**src/rtl/ttb_pkg.sv**
```systemverilog
// Shared types and constants for the triangle tangent basis block.
package ttb_pkg;

   localparam int IdxW   = 32;
   localparam int CoordW = 32;
   localparam int DeltaW = 33;
   localparam int ProdW  = 66;
   localparam int CompW  = 67;
   localparam int OutW   = 16;
   localparam int MagW   = 30;
   localparam int SumW   = 62;
   localparam int LenW   = 31;
   localparam int QuoW   = 15;
   localparam logic [QuoW-1:0] UnitOne = QuoW'(16384);

   // one triangle as handed from the front to the back part
   typedef struct packed {
      logic [IdxW-1:0]          idx0;
      logic [IdxW-1:0]          idx1;
      logic [IdxW-1:0]          idx2;
      logic signed [DeltaW-1:0] e1x, e1y, e1z;
      logic signed [DeltaW-1:0] e2x, e2y, e2z;
      logic signed [DeltaW-1:0] du1, dv1, du2, dv2;
   } tri_type;

   // one result item
   typedef struct packed {
      logic [IdxW-1:0]        corner_index;
      logic signed [OutW-1:0] tangent_x, tangent_y, tangent_z;
      logic signed [OutW-1:0] bitangent_x, bitangent_y, bitangent_z;
      logic                   degenerate;
      logic                   last_of_triangle;
   } rsp_type;

endpackage

```
**src/rtl/ttb_front.sv**
```systemverilog
// Front part: holds the first two corners and forms the edge and UV deltas.
module ttb_front (
   input  logic                 clock,
   input  logic                 reset,
   input  logic                 req_tvalid,
   output logic                 req_tready,
   input  logic [191:0]         req_tdata,
   output logic                 tri_valid,
   input  logic                 tri_ready,
   output ttb_pkg::tri_type     tri_data
);
   import ttb_pkg::*;

   logic [1:0]               count_ff, count_in;
   logic [IdxW-1:0]          idx_ff [2];
   logic signed [CoordW-1:0] pos_ff [6];
   logic signed [CoordW-1:0] tex_ff [4];
   logic                     valid_ff, valid_in;
   tri_type                  tri_ff;
   logic                     acc;
   logic signed [CoordW-1:0] px, py, pz, tu, tv;

   assign px = req_tdata[63:32];
   assign py = req_tdata[95:64];
   assign pz = req_tdata[127:96];
   assign tu = req_tdata[159:128];
   assign tv = req_tdata[191:160];

   assign req_tready = !valid_ff || tri_ready;
   assign acc = req_tvalid && req_tready;
   assign tri_valid = valid_ff;
   assign tri_data  = tri_ff;

   // advance corner count; post a triangle on the third corner
   always_comb begin
      count_in = count_ff;
      valid_in = valid_ff && !tri_ready;
      if (acc) begin
         if (count_ff == 2'd2) begin
            count_in = 2'd0;
            valid_in = 1'b1;
         end else begin
            count_in = count_ff + 2'd1;
         end
      end
   end

   always_ff @(posedge clock) begin
      if (reset) begin
         count_ff <= 2'd0;
         valid_ff <= 1'b0;
      end else begin
         count_ff <= count_in;
         valid_ff <= valid_in;
      end
   end

   // hold corners and form deltas
   always_ff @(posedge clock) begin
      if (acc) begin
         if (count_ff == 2'd0) begin
            idx_ff[0] <= req_tdata[31:0];
            pos_ff[0] <= px; pos_ff[1] <= py; pos_ff[2] <= pz;
            tex_ff[0] <= tu; tex_ff[1] <= tv;
         end else if (count_ff == 2'd1) begin
            idx_ff[1] <= req_tdata[31:0];
            pos_ff[3] <= px; pos_ff[4] <= py; pos_ff[5] <= pz;
            tex_ff[2] <= tu; tex_ff[3] <= tv;
         end else begin
            tri_ff.idx0 <= idx_ff[0];
            tri_ff.idx1 <= idx_ff[1];
            tri_ff.idx2 <= req_tdata[31:0];
            tri_ff.e1x <= DeltaW'(pos_ff[3]) - DeltaW'(pos_ff[0]);
            tri_ff.e1y <= DeltaW'(pos_ff[4]) - DeltaW'(pos_ff[1]);
            tri_ff.e1z <= DeltaW'(pos_ff[5]) - DeltaW'(pos_ff[2]);
            tri_ff.e2x <= DeltaW'(px) - DeltaW'(pos_ff[0]);
            tri_ff.e2y <= DeltaW'(py) - DeltaW'(pos_ff[1]);
            tri_ff.e2z <= DeltaW'(pz) - DeltaW'(pos_ff[2]);
            tri_ff.du1 <= DeltaW'(tex_ff[2]) - DeltaW'(tex_ff[0]);
            tri_ff.dv1 <= DeltaW'(tex_ff[3]) - DeltaW'(tex_ff[1]);
            tri_ff.du2 <= DeltaW'(tu) - DeltaW'(tex_ff[0]);
            tri_ff.dv2 <= DeltaW'(tv) - DeltaW'(tex_ff[1]);
         end
      end
   end
endmodule

```
**config.mk**
```make
export PLATFORM = sky130hd
export DESIGN_NAME = ttb_front
export DESIGN_NICKNAME = d
export VERILOG_FILES = /design/src/rtl/ttb_pkg.sv /design/src/rtl/ttb_front.sv
export SDC_FILE = /design/constraint.sdc
export NUM_CORES = 1
export LEC_CHECK = 0
export BUFFER_PORTS_ARGS = -buffer_cell sky130_fd_sc_hd__buf_2
export CELL_PAD_IN_SITES_DETAIL_PLACEMENT = 0
export CELL_PAD_IN_SITES_GLOBAL_PLACEMENT = 1
export CORE_MARGIN = 4
export CORE_UTILIZATION = 40
export DETAILED_ROUTE_END_ITERATION = 8
export PLACE_DENSITY = 0.71
export SYNTH_ARGS = -nofsm -noshare
export SYNTH_HDL_FRONTEND = slang
export SYNTH_SLANG_ARGS = --single-unit
```
**constraint.sdc**
```tcl
create_clock -name clock -period 21.1 [get_ports clock]
set_input_delay 2.11 -clock clock [delete_from_list [all_inputs] [get_ports clock]]
set_output_delay 2.11 -clock clock [all_outputs]
set_load 0.02 [all_outputs]
```
==> impl_metrics.tcl, run 1 <==
set metrics [dict create \
    status "finished, final reports clean" \
    fp.coreArea_mm2 0.102 \
    synthFlopType "edfxtp_1" \
    synthTopCellsByArea "edfxtp_1, ha_1, xnor2_1" \
    track_usage 0.187 \
    ys_async_sr_fraction 0 \
    grt_pass1_wl_mm 156 \
    slowest_stage "buf_4" \
    clock_path_buffers 3 \
    place.gp.congestion 0.865 \
    grt_max_degree 142 \
    critPathCaptureType "flop" \
    cts-resized-gates 0 \
    dr_total_vias 27400 \
    min_path_cells 0 \
    cts_root_buf "clkbuf_16" \
    cellPowerDensity_mw_per_mm2 83.2 \
    synth.distinct_cells 89 \
    vias_per_cell 5.10 \
    hold_violations 0 \
    clk_pin_slew_ns 0.06 \
    setup_violations 0 \
    wire_per_inst_um 19.4 \
    required_ns 21.36 \
    antenna_found_initial 40 \
    synth_fp_nets 3753 \
    drive_above_1_share 0.202 \
    drtAntennaViolNets 0 \
    reg2reg_depth 5 \
    multiInputGateArea_mm2 0.0155 \
    cts_inserted_buffers 87 \
    drt-initial-drc-count 1482 \
    path_buf_inv 4 \
    drv_slew 0 \
    r2r-start "tri_valid" \
    nFillCells 9338 \
    power.leakage_nw 20.0 \
    boundaryPins 624 \
    hold_slack_ns 0.414 \
    max_freq_mhz 199 \
    crit_type "in -> reg" \
    rrSetupSlack_ns 17.33 \
    holdCritPathClass "reg -> reg" \
    synth_edf_count 810 \
    syn_area_mm2 0.0411 \
    fin_cells 5374 \
    p_total_mw 4.05 \
    worst_slew_pin_slew_ns 0.950 \
    critPathTopFamily "buffers and inverters" \
    syn-mean-instance-area_um2 12.7 \
    die_h_um 328 \
    layout_common_cells "edfxtp_1, buf_2, ha_1" \
    io_buffers 623 \
    post-route-drc-count 0 \
    period_needed_ns 5.02 \
    htreeDepth 3 \
    ys_warn_count 0 \
    r2r-end "tri_data[288]" \
    dp.cells 5201 \
    pre_cts_ws_ns 15.46 \
    final_nets 4448 \
    synth_top_area_share 0.593 \
    cp_max_fo 141 \
    skew_ns 0.0226 \
    dieArea_mm2 0.108 \
    worstPathArrival_ns 5.29 \
    worstPathCellList "buf_2 -> nand2b_1 -> and3_4 -> buf_4 -> buf_12 -> buf_4" \
    fin_crit_sh 0.238 \
    max_cap_violations 0 \
    cts.sinks 813 \
    rows 117 \
    crit_top_cell "buf_4" \
    synth.yosys.seq_area_share 0.594 \
    clk_latency_ns 0.65 \
    slew_headroom 0.350 \
    seq_area_mm2 0.0244 \
    crit_path_start_kind "input port" \
    ys_ff_latch 813 \
    overflow 0 \
    grt_setup_unrepaired "false" \
    drt_wl_total_mm 104 \
    peakVddDrop_mv 0.0507 \
    area_growth_syn_to_layout_pct 18.6 \
    die_w_um 328 \
    holdCritStartpoint "idx_ff[0][44]" \
    cts_tree "built" \
    min_to "tri_data[374]" \
    final_common_cell "edfxtp_1" \
    hold_buffers 0 \
    dp_hpwl_mm 79.4 \
    setup.worst_path.start "tri_ready" \
    max_stage_delay_ns 0.83 \
    synth_area_leader_cell "edfxtp_1" \
    post_cts_buffers 0 \
    grt_pass1_vias 27000 \
    start_util 0.403 \
    tns_ns 0 \
    firstDrtPassIters 5 \
    synthCells 3227 \
    fin_ws_ns 16.08 \
]
==> where the power goes <==
group / leakage, nW / total, mW / internal [mW] / switching (mW)
clock network: 1.33 / 1.48 / 0.846 / 0.638
registers: 7.47 / 1.90 / 1.88 / 0.0158
logic: 11.2 / 0.670 / 0.265 / 0.405
total: 20.0 / 4.05 / 2.99 / 1.06
==> worst register-to-register path, stage by stage, from the launching register on <==
cell      delay (ns)
dfxtp_1         0.32
nand2b_1        0.14
and3_4          0.58
buf_4           0.64
buf_12          0.59
buf_4           1.08
==> worst max-delay path by stage <==
stage               endpoint  cells past startpoint
6_report       tri_data[288]                      6
5_1_grt        tri_data[291]                      6
4_1_cts        tri_data[407]                      6
3_5_place_dp   tri_data[413]                      6
3_3_place_gp   tri_data[370]                      6
2_1_floorplan  idx_ff[0][32]                      3
==> synth_stat cells, types with 8 or more instances <==
cell type,number
xor2_1,91
o21bai_1,25
inv_1,272
o31a_1,9
xnor2_1,166
o21ai_1,44
clkbuf_1,26
nand4_1,33
o31ai_1,15
nor3_1,48
a21o_1,156
or3_1,15
ha_1,320
a2111oi_0,8
o311ai_1,8
a211oi_1,18
nor2_1,185
o211ai_1,17
o21a_1,40
and2_1,15
a21boi_1,8
nand3_1,54
o21ai_0,111
and4_1,10
nand2b_1,54
edfxtp_1,810
a221oi_1,9
nor2b_1,47
a21oi_1,255
and3_1,33
a31oi_1,35
fa_1,10
nand2_1,124
==> sequential cells by signal (all words and copies together), names as in the netlist <==
name       flops
count_ff       2
idx_ff        64
pos_ff       192
tex_ff       128
tri_data     426
tri_valid      1
==> stage by stage <==
stage / cell area, um2 / util
2_1_floorplan: 41100 / -
3_3_place_gp: 45900 / 0.451
3_5_place_dp: 45900 / 0.451
4_1_cts: 48700 / 0.478
5_1_grt: 48700 / 0.478
6_report: 48700 / 0.478
==> cells by family after synthesis <==
family	share of synthesized area
DFF	0.594
muxes	0.00171
adders and majority gates	0.102
and+or+nand+nor	0.0825
buffers and inverters	0.0276
AOI/OAI and AO/OA	0.137
xor gates and xnor gates	0.0548
==> metal layers <==
| metal | track usage | routed length (um) | share of wire |
|---|---|---|---|
| met5 | 0 | 92 | 0.00088 |
| met4 | 0.0668 | 3260 | 0.031 |
| met3 | 0.0579 | 7580 | 0.073 |
| met2 | 0.312 | 49300 | 0.47 |
| met1 | 0.231 | 43900 | 0.42 |
==> final cells by class <==
type	instances	share of cell area
flip-flops and latches	813	0.501
multi-input cells	2113	0.319
repair buffers	635	0.0666
clock buffers	99	0.0456
well taps	1368	0.0351
inverters	272	0.0210
clock inverters	54	0.0107
diodes	20	0.00103
No activity file was read; power rests on OpenSTA's default activity.
==> inputs of run 2 (changes only) <==
- ABC_AREA: not set -> 1
- PLACE_DENSITY: 0.71 -> 0.78
- clock period: 21.1 -> 4.2 ns (I/O delays scaled with it)
==> run 2 against run 1 <==
Effect of this change: core utilization rose by 1.3 points; final cell count rose by 65%; wire length increased by 46%; final area up 24%; clock skew is 0.018 ns higher; via count up 50%; sequential cell count is the same; critical endpoint is now tri_data[24].
==> impl_metrics.tcl, run 2 <==
set metrics [dict create \
    status "finished, final reports clean" \
    antenna_found_initial 25 \
    design_area_mm2 0.0602 \
    cp_max_fo 3 \
    dr_total_vias 41100 \
    firstDrtPassIters 6 \
    grt_max_degree 108 \
    worstPathArrival_ns 2.81 \
    cts_tree "built" \
    required_ns 4.65 \
    die_h_um 360 \
    ys_warn_count 0 \
    nFillCells 12000 \
    multiInputGateArea_mm2 0.0198 \
    syn_area_mm2 0.0496 \
    wire_per_inst_um 17.1 \
    ys_async_sr_fraction 0 \
    drive_above_1_share 0.120 \
    grt_setup_unrepaired "false" \
    max_cap_violations 0 \
    largest_reg_flops 426 \
    fin_ws_ns 1.83 \
    synthTopCellsByArea "edfxtp_1, nand2_1, inv_1" \
    layout_common_cells "nand2_1, inv_1, edfxtp_1" \
    critPathCaptureType "flop" \
    period_needed_ns 2.37 \
    overflow 0 \
    skew_ns 0.0410 \
    area_growth_syn_to_layout_pct 21.4 \
    yosys-top-cells-count "nand2_1, inv_1, edfxtp_1" \
    slew_headroom 0.503 \
    fin_crit_sh 0.563 \
    synthFlopType "edfxtp_1" \
    cts_root_buf "clkbuf_16" \
    rrSetupSlack_ns 1.85 \
    worst_slew_pin_slew_ns 0.746 \
    vias_per_cell 4.62 \
    dp_hpwl_mm 122 \
    drt_wl_total_mm 152 \
    synth.yosys.seq_area_share 0.492 \
    clock_path_buffers 3 \
    post-route-drc-count 0 \
    yosysMostFrequentCell "nand2_1" \
    drtAntennaViolNets 0 \
    pre_cts_ws_ns 1.78 \
    htreeDepth 3 \
    ys_ff_latch 813 \
    crit_type "in -> reg" \
    start_util 0.405 \
    dieArea_mm2 0.130 \
    fin_util 0.491 \
    fin_cells 8893 \
    dp.cells 8508 \
    clk_pin_slew_ns 0.06 \
    power.leakage_nw 31.8 \
    seq_area_mm2 0.0244 \
    cts_inserted_buffers 94 \
    synth_fp_nets 6777 \
    post_cts_buffers 0 \
    cts-resized-gates 0 \
    hold_buffers 194 \
    placed_cell_area_mm2 0.0550 \
    final_nets 7699 \
    tns_ns 0 \
    hold_slack_ns 0.0871 \
    cts.sinks 813 \
    drt-initial-drc-count 3260 \
    grt_pass1_wl_mm 231 \
    synth.distinct_cells 23 \
    synth_edf_count 810 \
    synth_top_area_share 0.490 \
    fp.coreArea_mm2 0.123 \
    syn-mean-instance-area_um2 7.93 \
    crit_path_start_kind "input port" \
    synth_area_leader_cell "edfxtp_1" \
    track_usage 0.230 \
    boundaryPins 624 \
    drv_slew 0 \
    final_common_cell "nand2_1" \
    setup_violations 0 \
    grt_pass1_vias 39200 \
    clk_latency_ns 0.71 \
    cellPowerDensity_mw_per_mm2 381 \
    io_buffers 623 \
    p_total_mw 23.0 \
    rows 128 \
    die_w_um 360 \
    place.gp.congestion 0.929 \
    holdCritPathClass "in -> reg" \
    hold_violations 0 \
    max_freq_mhz 423 \
    peakVddDrop_mv 0.336 \
    synthCells 6251 \
]
-- run 2: final timing paths --
check                           cells past startpoint            from            end
worst max-delay path                               15  req_tdata[160]   tri_data[24]
worst min-delay path                                4       tri_ready      tri_valid
worst max register to register                      7   tex_ff[3][14]   tri_data[81]
worst min register to register                      0   idx_ff[0][11]  tri_data[405]
-- run 2: area by class of cell --
| cell class | instances | share of cell area |
|---|---|---|
| sequential | 813 | 0.405 |
| multi-input combinational | 3999 | 0.330 |
| inverter | 1433 | 0.0896 |
| timing repair buffer | 832 | 0.0884 |
| clock buffer | 105 | 0.0405 |
| tap | 1625 | 0.0338 |
| clock inverter | 68 | 0.0123 |
| antenna | 18 | 0.000748 |
-- run 2: worst max-delay path, stage by stage --
cell and delay, ns:
dlygate4sd3_1 0.60, buf_2 0.15, inv_1 0.04, ha_1 0.22
fa_1 0.42, inv_1 0.12, nand2_1 0.06, nand2_1 0.08
nand3_1 0.08, nand2_1 0.18, nand2_1 0.09, nand2_2 0.14
nand2_1 0.08, nand3_1 0.08, nand2_1 0.06
-- run 2: report_power, final --
group | switching (mW) | leakage, nW | internal [mW]
registers | 0.109 | 7.48 | 9.51
clock network | 3.58 | 1.53 | 4.94
logic | 3.24 | 22.7 | 1.58
-- run 2: logic make-up (layout without fill, tap and decap cells) --
logic type,after synthesis,in the layout,share of synthesized area
DFF,813,813,0.492
xor gates and xnor gates,150,150,0.0265
adders and majority gates,330,330,0.0848
other,0,18,0
buffers and inverters,1439,2438,0.109
and+or+nand+nor,3290,3290,0.263
AOI/OAI and AO/OA,229,229,0.0246
-- run 2: layer usage --
| metal | global-route usage | share of wire | vias to the layer above |
|---|---|---|---|
| li1 | - | - | 21100 |
| met1 | 0.321 | 0.46 | 18700 |
| met2 | 0.362 | 0.44 | 1081 |
| met3 | 0.0448 | 0.070 | 195 |
| met4 | 0.0694 | 0.028 | 6 |
| met5 | 0 | 0.00018 | - |
