<file path="config.mk">
export PLATFORM = sky130hd
export DESIGN_NAME = ttb_queue
export DESIGN_NICKNAME = d
export VERILOG_FILES = /design/src/rtl/ttb_pkg.sv /design/src/rtl/ttb_queue.sv
export SDC_FILE = /design/constraint.sdc
export NUM_CORES = 1
export LEC_CHECK = 0
export BUFFER_PORTS_ARGS = -buffer_cell sky130_fd_sc_hd__buf_2
export CORE_AREA = 2 2 334 336
export CTS_BUF_LIST = sky130_fd_sc_hd__clkbuf_8
export DETAILED_ROUTE_END_ITERATION = 10
export DIE_AREA = 0 0 336 338
export PLACE_DENSITY = 0.52
export REMOVE_ABC_BUFFERS = 1
export SLEW_MARGIN = 10
export SYNTH_ARGS = -nofsm -noshare
export SYNTH_HDL_FRONTEND = slang
export SYNTH_SLANG_ARGS = --single-unit
</file>
<file path="constraint.sdc">
create_clock -name clock -period 17.2 [get_ports clock]
set_input_delay 5.16 -clock clock [delete_from_list [all_inputs] [get_ports clock]]
set_output_delay 5.16 -clock clock [all_outputs]
set_load 0.02 [all_outputs]
</file>
<file path="src/rtl/ttb_pkg.sv">
// Shared types and constants for the triangle tangent basis block.
package ttb_pkg;

   localparam int IdxW   = 32;
   localparam int CoordW = 32;
   localparam int DeltaW = 33;
   localparam int ProdW  = 66;
   localparam int CompW  = 67;
   localparam int OutW   = 16;
   localparam int MagW   = 30;
   localparam int SumW   = 62;
   localparam int LenW   = 31;
   localparam int QuoW   = 15;
   localparam logic [QuoW-1:0] UnitOne = QuoW'(16384);

   // one triangle as handed from the front to the back part
   typedef struct packed {
      logic [IdxW-1:0]          idx0;
      logic [IdxW-1:0]          idx1;
      logic [IdxW-1:0]          idx2;
      logic signed [DeltaW-1:0] e1x, e1y, e1z;
      logic signed [DeltaW-1:0] e2x, e2y, e2z;
      logic signed [DeltaW-1:0] du1, dv1, du2, dv2;
   } tri_type;

   // one result item
   typedef struct packed {
      logic [IdxW-1:0]        corner_index;
      logic signed [OutW-1:0] tangent_x, tangent_y, tangent_z;
      logic signed [OutW-1:0] bitangent_x, bitangent_y, bitangent_z;
      logic                   degenerate;
      logic                   last_of_triangle;
   } rsp_type;

endpackage

</file>
<file path="src/rtl/ttb_queue.sv">
// Two-entry queue between the front and back parts.
module ttb_queue (
   input  logic             clock,
   input  logic             reset,
   input  logic             in_valid,
   output logic             in_ready,
   input  ttb_pkg::tri_type in_data,
   output logic             out_valid,
   input  logic             out_ready,
   output ttb_pkg::tri_type out_data
);
   import ttb_pkg::*;

   tri_type    mem_ff [2];
   logic       wr_ff, rd_ff;
   logic [1:0] cnt_ff;
   logic       push, pop;

   assign in_ready  = cnt_ff != 2'd2;
   assign out_valid = cnt_ff != 2'd0;
   assign out_data  = mem_ff[rd_ff];
   assign push = in_valid && in_ready;
   assign pop  = out_valid && out_ready;

   always_ff @(posedge clock) begin
      if (reset) begin
         wr_ff <= 1'b0; rd_ff <= 1'b0; cnt_ff <= 2'd0;
      end else begin
         if (push) wr_ff <= !wr_ff;
         if (pop) rd_ff <= !rd_ff;
         cnt_ff <= cnt_ff + {1'b0, push} - {1'b0, pop};
      end
   end

   always_ff @(posedge clock) begin
      if (push) mem_ff[wr_ff] <= in_data;
   end
endmodule

</file>
==> metrics, run 1 <==
status completed; Worst Tran Pin Value 1.25 ns; Synth cell types 24; clock sink count 857; sequential fraction of the synthesis area 0.829; Chip Width 336 µm; CTS clk-pin slew, worst paths 0.05 ns; share of the clock period used by the worst path 0.533; post_cts resized 0; # DRC 0; Num CTS Buffers 145; clk_skew 0.0366 ns; Leakage 14.6 nW; CP required 12.04 ns; RSZ-0062 raised after global routing false; largest delay contributor family on the critical path buffers and inverters; Initial Utilization 0.281; CP Cell Sequence buf_12 > buf_4 > mux2_2 > buf_2; number of synthesized register bits 857; overall power 5.48 mW; core area 110,000 µm²; slowest CP cell dfxtp_4; VDD IR max 0.0000805 V; reg2reg path depth 6; DP Wirelength 53,300 µm; DR pass1 iterations 4; worst setup path class register to primary output; Worst path max stage delay 0.88 ns; mapped cell area 31,000 µm²; nets@finish 2,754; Post-Layout Cell Count 3,930; Worst EP arrival 4.00 ns; fin util 0.360; CTS root buf clkbuf_8; largest net degree at the start of global routing 154; cts hold-fix bufs 0; Final min period 9.16 ns; Worst setup EP type primary output; final wirelength 77,200 µm; power density cells 139 nW/µm²; Hold WC Path Type register to register; Fmax 0.109 GHz; Post-Synthesis Cells 1,354; Final setup viols 0; initial antenna violation count 30; Crit path buffers/inverters 3; Multi-input gate area 4950 µm²; WP depth 4; grt ovf 0; Die Y 338 µm; RR Startpoint cnt_ff[0]$_SDFF_PP0_; die area 114,000 µm²; CP Launch Type register; Rel. slew slack 0.165; Final GP Congestion 0.782; setup TNS 0 ns; IO Port Bufs 857; Pins Over Slew Limit 0; synth warn 0; Detailed Route Iter0 Violations 894; worst reg2reg endpoint mem_ff[0][420]$_DFFE_PP_; # rows 122; CTS H-Tree Depth 4; final hold violations 0; Critical Path Sink out_data[75]; CP Max Fanout 153; # IOs 858; fraction of layout cells with a size suffix above 1 0.556; Cells after DPL 3,664; Avg Inst Size Synth 22.9 µm²; first-pass GRT wire length 108,000 µm; Storage cell area 25,700 µm²; Clock Path Buffers 3; vias in the first global route 17,200; via count 16,400; CTS tree done; via/cell ratio 4.17; Register-to-Register Setup Slack 12.77 ns; GRT Total Usage 0.129; postcts setup bufs 0; max cap viols 0; Filler cells 10,400; clock latency on the worst-skew pair 0.80 ns; Final ANT Viol Nets 0; Area Growth Syn to Fin 27.8%; DR WL/cell 19.6 µm
## per-layer routing
metal,track usage,up-vias,routed length [µm],part of all wire
li1,-,7437,-,-
met1,0.132,8069,27500,0.36
met2,0.223,664,39800,0.52
met3,0.0557,182,7040,0.091
met4,0.0633,26,2660,0.035
met5,0,-,188,0.0024
## metrics by stage
stage,hold WS [ns],worst slack (ns),cell area [µm²]
floorplan,0.472,0.857,30600
global placement,0.485,8.18,36900
detailed placement,0.497,8.00,36900
CTS,0.512,7.91,39500
global route,0.531,7.75,39600
finish,0.508,8.04,39600
## cell usage after synthesis, drive strengths merged
cell	n	area (µm²)
nand3b	1	7.51
mux2	426	4800
o31a	1	8.76
buf	47	335
nor2b	2	12.5
inv	1	3.75
nor3	1	5.00
nor4bb	1	10.0
and3	2	12.5
or2	1	6.26
nand3	1	5.00
nor4	1	6.26
o21ba	1	10.0
nor2	4	15.0
nand2b	1	6.26
ha	1	12.5
dfxtp	5	100
edfxtp	852	25600
xor2	1	8.76
a21oi	1	5.00
a21bo	1	10.0
o21ai	2	10.0
## area by class of cell
class                   instances  area share
flip-flops and latches        857       0.649
diodes                         15    0.000948
well taps                    1488      0.0470
repair buffers                869       0.112
multi-input cells             449       0.125
clock buffers                 148      0.0515
clock inverters               103      0.0143
inverters                       1    0.000284
## power breakdown
group | internal (mW) | leakage, nW | total [mW] | switching (mW)
Clock | 0.847 | 1.50 | 1.65 | 0.806
Sequential | 2.54 | 8.01 | 2.60 | 0.0567
Combinational | 0.453 | 5.10 | 1.23 | 0.779
Total | 3.84 | 14.6 | 5.48 | 1.64
## cells by family after synthesis
family	count (synthesis)	synth area share
DFF	857	0.829
muxes	426	0.155
buffers and inverters	48	0.0109
and+or+nand+nor	15	0.00279
AOI/OAI and AO/OA	6	0.00141
xor gates and xnor gates	1	0.000283
adders and majority gates	1	0.000404
## worst min path at each step
stage	start	endpoint	slack [ns]	depth (start not counted)
6_report	rd_ff$_SDFFE_PP0P_	register	0.51	2
5_1_grt	rd_ff$_SDFFE_PP0P_	register	0.53	2
4_1_cts	rd_ff$_SDFFE_PP0P_	register	0.51	2
3_5_place_dp	rd_ff$_SDFFE_PP0P_	register	0.50	2
3_3_place_gp	rd_ff$_SDFFE_PP0P_	rd_ff$_SDFFE_PP0P_	0.49	2
2_1_floorplan	rd_ff$_SDFFE_PP0P_	register	0.47	2
## state kept, by name, indices dropped and copies added (netlist names), named ones only
signal,count
cnt_ff,2
mem_ff,852
rd_ff,1
wr_ff,1
## cells in the final DEF, fill, tap and decap left out, types with 2 or more instances in the layout
| cell type | instances |
|---|---|
| edfxtp_1 | 852 |
| bufinv_16 | 3 |
| inv_1 | 49 |
| dfxtp_1 | 4 |
| buf_12 | 4 |
| mux2_2 | 305 |
| buf_4 | 8 |
| clkbuf_8 | 148 |
| clkinvlp_4 | 3 |
| inv_6 | 2 |
| mux2_1 | 121 |
| diode_2 | 15 |
| nor2b_1 | 2 |
| nor2_1 | 4 |
| o21ai_0 | 2 |
| clkinv_2 | 6 |
| inv_8 | 4 |
| clkinv_1 | 33 |
| clkinv_8 | 3 |
| buf_2 | 857 |
## tightest hold or removal path: cells and delay by family (launching register included)
family           cells  cell delay (ns)
XOR/XNOR             1             0.08
flip-flops           1             0.32
AND/OR/NAND/NOR      1             0.07
No activity file was read; power rests on OpenSTA's default activity.
==> run 2, diff against run 1 <==
Settings changed: PLACE_DENSITY 0.52 to 0.54.
Clock period 17.2 ns to 7.9 ns, I/O delays scaled along.
==> metrics, run 2 (synthesis results as in run 1) <==
most common cell after layout, fill and taps aside buf_2; initial antenna violation count 32 (+6.7%); post_cts resized 0 (unchanged); max cap viols 0 (unchanged); CP Cell Sequence buf_12 > mux2_2 > buf_2; die area 114,000 µm² (unchanged); final hold violations 0 (unchanged); clk_skew 0.0322 ns (-0.00443 ns); Multi-input gate area 4950 µm² (unchanged); CTS root buf clkbuf_8; largest registers mem_ff x852, cnt_ff x2; Worst setup EP type primary output; clock sink count 857 (unchanged); DP Wirelength 53,100 µm (-0.34%); nets@finish 2,765 (+0.40%); Hold Path Depth 2 (unchanged); clock latency on the worst-skew pair 0.79 ns (about the same); worst min-delay path startpoint rd_ff$_SDFFE_PP0P_; Worst EP arrival 3.05 ns (-0.95 ns); grt ovf 0 (unchanged); Rel. slew slack 0.297 (+0.133); CP Max Fanout 120 (-22%); share of the clock period used by the worst path 0.686; Filler cells 10,400 (-0.36%); CTS tree done; Num CTS Buffers 149 (+2.8%); # DRC 0 (unchanged); largest net degree at the start of global routing 155 (+0.65%); cts hold-fix bufs 0 (unchanged); vias in the first global route 17,800 (+3.2%); RSZ-0062 raised after global routing false; postcts setup bufs 0 (unchanged); DR pass1 iterations 4 (unchanged); power density cells 303 nW/µm² (+120%); Pins Over Slew Limit 0 (unchanged); final wirelength 77,500 µm (+0.31%); fraction of layout cells with a size suffix above 1 0.558 (+0.00250); Worst path max stage delay 0.86 ns (-0.02 ns); Largest Register mem_ff; max FFs per register 852 (unchanged); CTS clk-pin slew, worst paths 0.05 ns (about the same); Final GP Congestion 0.807 (+3.2%); Leakage 14.7 nW (+0.64%); DR WL/cell 19.6 µm (about the same); via count 16,500 (+0.86%); Fmax 0.185 GHz; reg2reg path depth 4 (-2); most frequent cells in the layout buf_2 (857), edfxtp_1 (852), mux2_2 (305); Initial Utilization 0.281 (unchanged); Hold WC Path Type register to register; Final min period 5.42 ns; Final ANT Viol Nets 0 (unchanged); hold_ws 0.509 ns (+0.00147 ns); Hold Path Sink rd_ff$_SDFFE_PP0P_; worst setup path class register to primary output; Area Growth Syn to Fin 28.3%; core area 110,000 µm² (unchanged); Clock Path Buffers 3 (unchanged); overall power 12.0 mW (+120%); RR Startpoint cnt_ff[0]$_SDFF_PP0_; via/cell ratio 4.19 (+0.50%); Register-to-Register Setup Slack 5.11 ns (-7.66 ns); GRT Total Usage 0.130 (+0.00144); worst reg2reg endpoint mem_ff[1][416]$_DFFE_PP_; slowest CP cell dfxtp_4; Final setup viols 0 (unchanged); Post-Layout Cell Count 3,944 (+0.36%); IO Port Bufs 857 (unchanged); # rows 122 (unchanged); Cells after DPL 3,671 (+0.19%); status completed; Chip Width 336 µm (unchanged); first-pass GRT wire length 109,000 µm (+0.82%); # IOs 858 (unchanged); Detailed Route Iter0 Violations 723 (-19%); Worst Tran Pin Value 1.05 ns (-0.199 ns); VDD IR max 0.000192 V (+140%); Storage cell area 25,700 µm² (unchanged); setup TNS 0 ns (unchanged); CP required 5.53 ns (-6.51 ns); CTS H-Tree Depth 4 (unchanged); Die Y 338 µm (unchanged); CP Launch Type register
## run 2: changes by cell type in the layout (fill, tap and decap cells not counted), sizes merged
cell and delta:
clkinv -1, inv +2, clkbuf +4, buf +7, clkinvlp +3, bufinv +1
diode -2
## run 2: critical path, delay by kind of cell, from the launching register on
kind,cells,cell delay [ns]
flip-flops,1,0.86
buffers and inverters,2,0.76
multiplexers,1,0.46
## run 2: metal layers
layer | track usage | wire, µm
met4 | 0.0745 | 3530
met1 | 0.129 | 26900
met3 | 0.0564 | 7140
met2 | 0.227 | 39800
met5 | 0 | 151
## run 2: where the power goes
part | switching [mW] | leakage [nW] | internal [mW]
Clock | 1.76 | 1.54 | 1.92
Sequential | 0.123 | 8.01 | 5.53
Combinational | 1.70 | 5.14 | 0.994
Total | 3.58 | 14.7 | 8.44
## run 2: area by class of cell
cell class,instances,area share
antenna,13,0.000819
clock buffer,152,0.0526
clock inverter,108,0.0147
inverter,1,0.000283
multi-input combinational,449,0.125
sequential,857,0.646
tap,1488,0.0468
timing repair buffer,876,0.114
## run 2: through the flow
step / setup WS [ns] / cell area [µm²] / utilization
floorplan: -5.65 / 30600 / -
finish: 2.48 / 39700 / 0.361
detailed placement: 3.15 / 37000 / 0.336
global placement: 3.20 / 37000 / 0.336
global route: 2.24 / 39700 / 0.361
CTS: 2.28 / 39700 / 0.361
## run 2: worst max-delay path by stage
stage                     startpoint  slack [ns]                       end
after floorplan             register       -5.65               out_data[0]
after global placement      in_valid        3.20  mem_ff[1][270]$_DFFE_PP_
after detailed placement    in_valid        3.15  mem_ff[1][300]$_DFFE_PP_
after CTS                   register        2.28             out_data[177]
after global routing        register        2.24              out_data[78]
final                       register        2.48             out_data[177]
==> run 3, diff against run 2 <==
Settings changed: PLACE_DENSITY 0.54 to 0.52.
Clock period 7.9 ns to 5.4 ns, I/O delays scaled along.
==> metrics, run 3 (synthesis results as in run 1) <==
# DRC 0 (unchanged); share of the clock period used by the worst path 0.820; Rel. slew slack 0.393 (+0.0953); CTS H-Tree Depth 4 (unchanged); Sw Pwr 5.35 mW (+49%); most common cell after layout, fill and taps aside buf_2; slowest CP cell dfxtp_4; postcts setup bufs 0 (unchanged); Filler cells 10,400 (+0.41%); grt met1 use 0.131 (+0.00207); Int Pwr 12.4 mW (+47%); largest registers mem_ff x852, cnt_ff x2; CTS root buf clkbuf_8; CP Max Fanout 46 (-62%); final instance area 40,100 µm² (+1.0%); Comb pwr share 0.230 (+0.006); via/cell ratio 4.18 (-0.22%); Crit path buffers/inverters 3 (+1); power density cells 443 nW/µm² (+46%); die area 114,000 µm² (unchanged); Area Growth Syn to Fin 29.6%; core area 110,000 µm² (unchanged); Post-DP Area 37,400 µm² (+0.94%); met3 usage in global routing 0.0606 (+0.00423); grt ovf 0 (unchanged); Flop pwr share 0.464 (-0.006); status completed; RSZ-0062 raised after global routing false; overall power 17.8 mW (+48%); largest delay contributor family on the critical path flip-flops; Multi-input gate area 4950 µm² (unchanged); most frequent cells in the layout buf_2 (857), edfxtp_1 (852), mux2_2 (305); max FFs per register 852 (unchanged); post_cts resized 0 (unchanged); switch share 0.301 (+0.00261); Initial Utilization 0.281 (unchanged); CP Launch Type register; IO Port Bufs 857 (unchanged); fraction of layout cells with a size suffix above 1 0.564 (+0.00538); setup TNS 0 ns (unchanged); Leakage 14.9 nW (+1.5%); Top cell by count, worst path buf_12; clk_skew 0.0457 ns (+0.0135 ns); Fmax 0.226 GHz; Die Y 338 µm (unchanged); largest net degree at the start of global routing 93 (-40%); max cap viols 0 (unchanged); CTS tree done; Final min period 4.43 ns; Worst Tran Pin Value 0.911 ns (-0.143 ns); CTS clk-pin slew, worst paths 0.05 ns (about the same); Pins Over Slew Limit 0 (unchanged); initial antenna violation count 36 (+13%); Detailed Route Iter0 Violations 681 (-5.8%); Clock Path Buffers 3 (unchanged); Hold WC Path Type register to register; Final ANT Viol Nets 0 (unchanged); final hold violations 0 (unchanged); Final GP Congestion 0.810 (+0.38%); Worst path max stage delay 0.84 ns (-0.02 ns); vias in the first global route 18,100 (+1.4%); clock sink count 857 (unchanged); Worst EP arrival 2.81 ns (-0.24 ns); # rows 122 (unchanged); cts hold-fix bufs 0 (unchanged); VDD IR max 0.000228 V (+18%); # IOs 858 (unchanged); DR WL/cell 20.1 µm (+2.2%); final wirelength 79,900 µm (+3.2%); nets@finish 2,797 (+1.2%); Final setup viols 0 (unchanged); CP Cell Sequence buf_12 > buf_12 > mux2_1 > buf_2; GR peak layer met2; first-pass GRT wire length 112,000 µm (+2.6%); Storage cell area 25,700 µm² (unchanged); worst setup path class register to primary output; Largest Register mem_ff; DP Wirelength 57,100 µm (+7.4%); Worst setup EP type primary output; CP required 3.78 ns (-1.75 ns); GRT Total Usage 0.134 (+0.00397); DR pass1 iterations 4 (unchanged); via count 16,600 (+0.79%); Chip Width 336 µm (unchanged); Num CTS Buffers 148 (-0.67%); Clock Power Share 0.305 (about the same); met2 Resource Use GR 0.242 (+0.0149); clock latency on the worst-skew pair 0.80 ns (about the same)
-- run 3: per-stage QoR --
| step | setup slack (ns) | utilization | hold slack, ns | instances |
|---|---|---|---|---|
| 2_1_floorplan | -7.40 | - | 0.472 | 1307 |
| 3_3_place_gp | 1.67 | 0.340 | 0.486 | 3704 |
| 3_5_place_dp | 1.67 | 0.340 | 0.499 | 3704 |
| 4_1_cts | 0.754 | 0.364 | 0.518 | 3968 |
| 5_1_grt | 0.723 | 0.365 | 0.540 | 3978 |
| 6_report | 0.971 | 0.365 | 0.511 | 3984 |
-- run 3: cell type report --
type | count | area share
tap | 1488 | 0.0464
timing repair buffer | 909 | 0.121
clock buffer | 152 | 0.0521
clock inverter | 112 | 0.0157
inverter | 1 | 0.000281
sequential | 857 | 0.640
antenna | 16 | 0.000997
multi-input combinational | 449 | 0.123
-- run 3: worst register-to-register path, stage by stage, from the launching register on --
cell,delay (ns)
dfxtp_1,0.42
nand2b_1,0.22
nand3b_1,0.22
inv_8,0.63
buf_12,0.56
-- run 3: worst paths after layout --
kind / end / start / slack, ns / cells past startpoint
hold reg to reg: rd_ff$_SDFFE_PP0P_ / rd_ff$_SDFFE_PP0P_ / 0.51 / 2
setup / recovery: out_data[346] / register / 0.97 / 4
hold / removal: rd_ff$_SDFFE_PP0P_ / rd_ff$_SDFFE_PP0P_ / 0.51 / 2
setup reg to reg: mem_ff[0][18]$_DFFE_PP_ / cnt_ff[0]$_SDFF_PP0_ / 2.98 / 4
-- run 3: per-layer routing --
| layer | vias to the layer above | wire (µm) |
|---|---|---|
| met5 | - | 233 |
| met4 | 34 | 2490 |
| met3 | 192 | 7550 |
| met2 | 642 | 42300 |
| met1 | 8262 | 27300 |
| li1 | 7519 | - |
-- run 3: power by group through the flow --
stage          Combinational (mW)  Clock, mW  Sequential [mW]
6_report                     4.10       5.43             8.26
3_5_place_dp                 4.16          0             8.40
5_1_grt                      4.35       5.96             8.32
2_1_floorplan                2.66          0             8.84
3_3_place_gp                 4.14          0             8.38
4_1_cts                      4.18       5.68             8.27
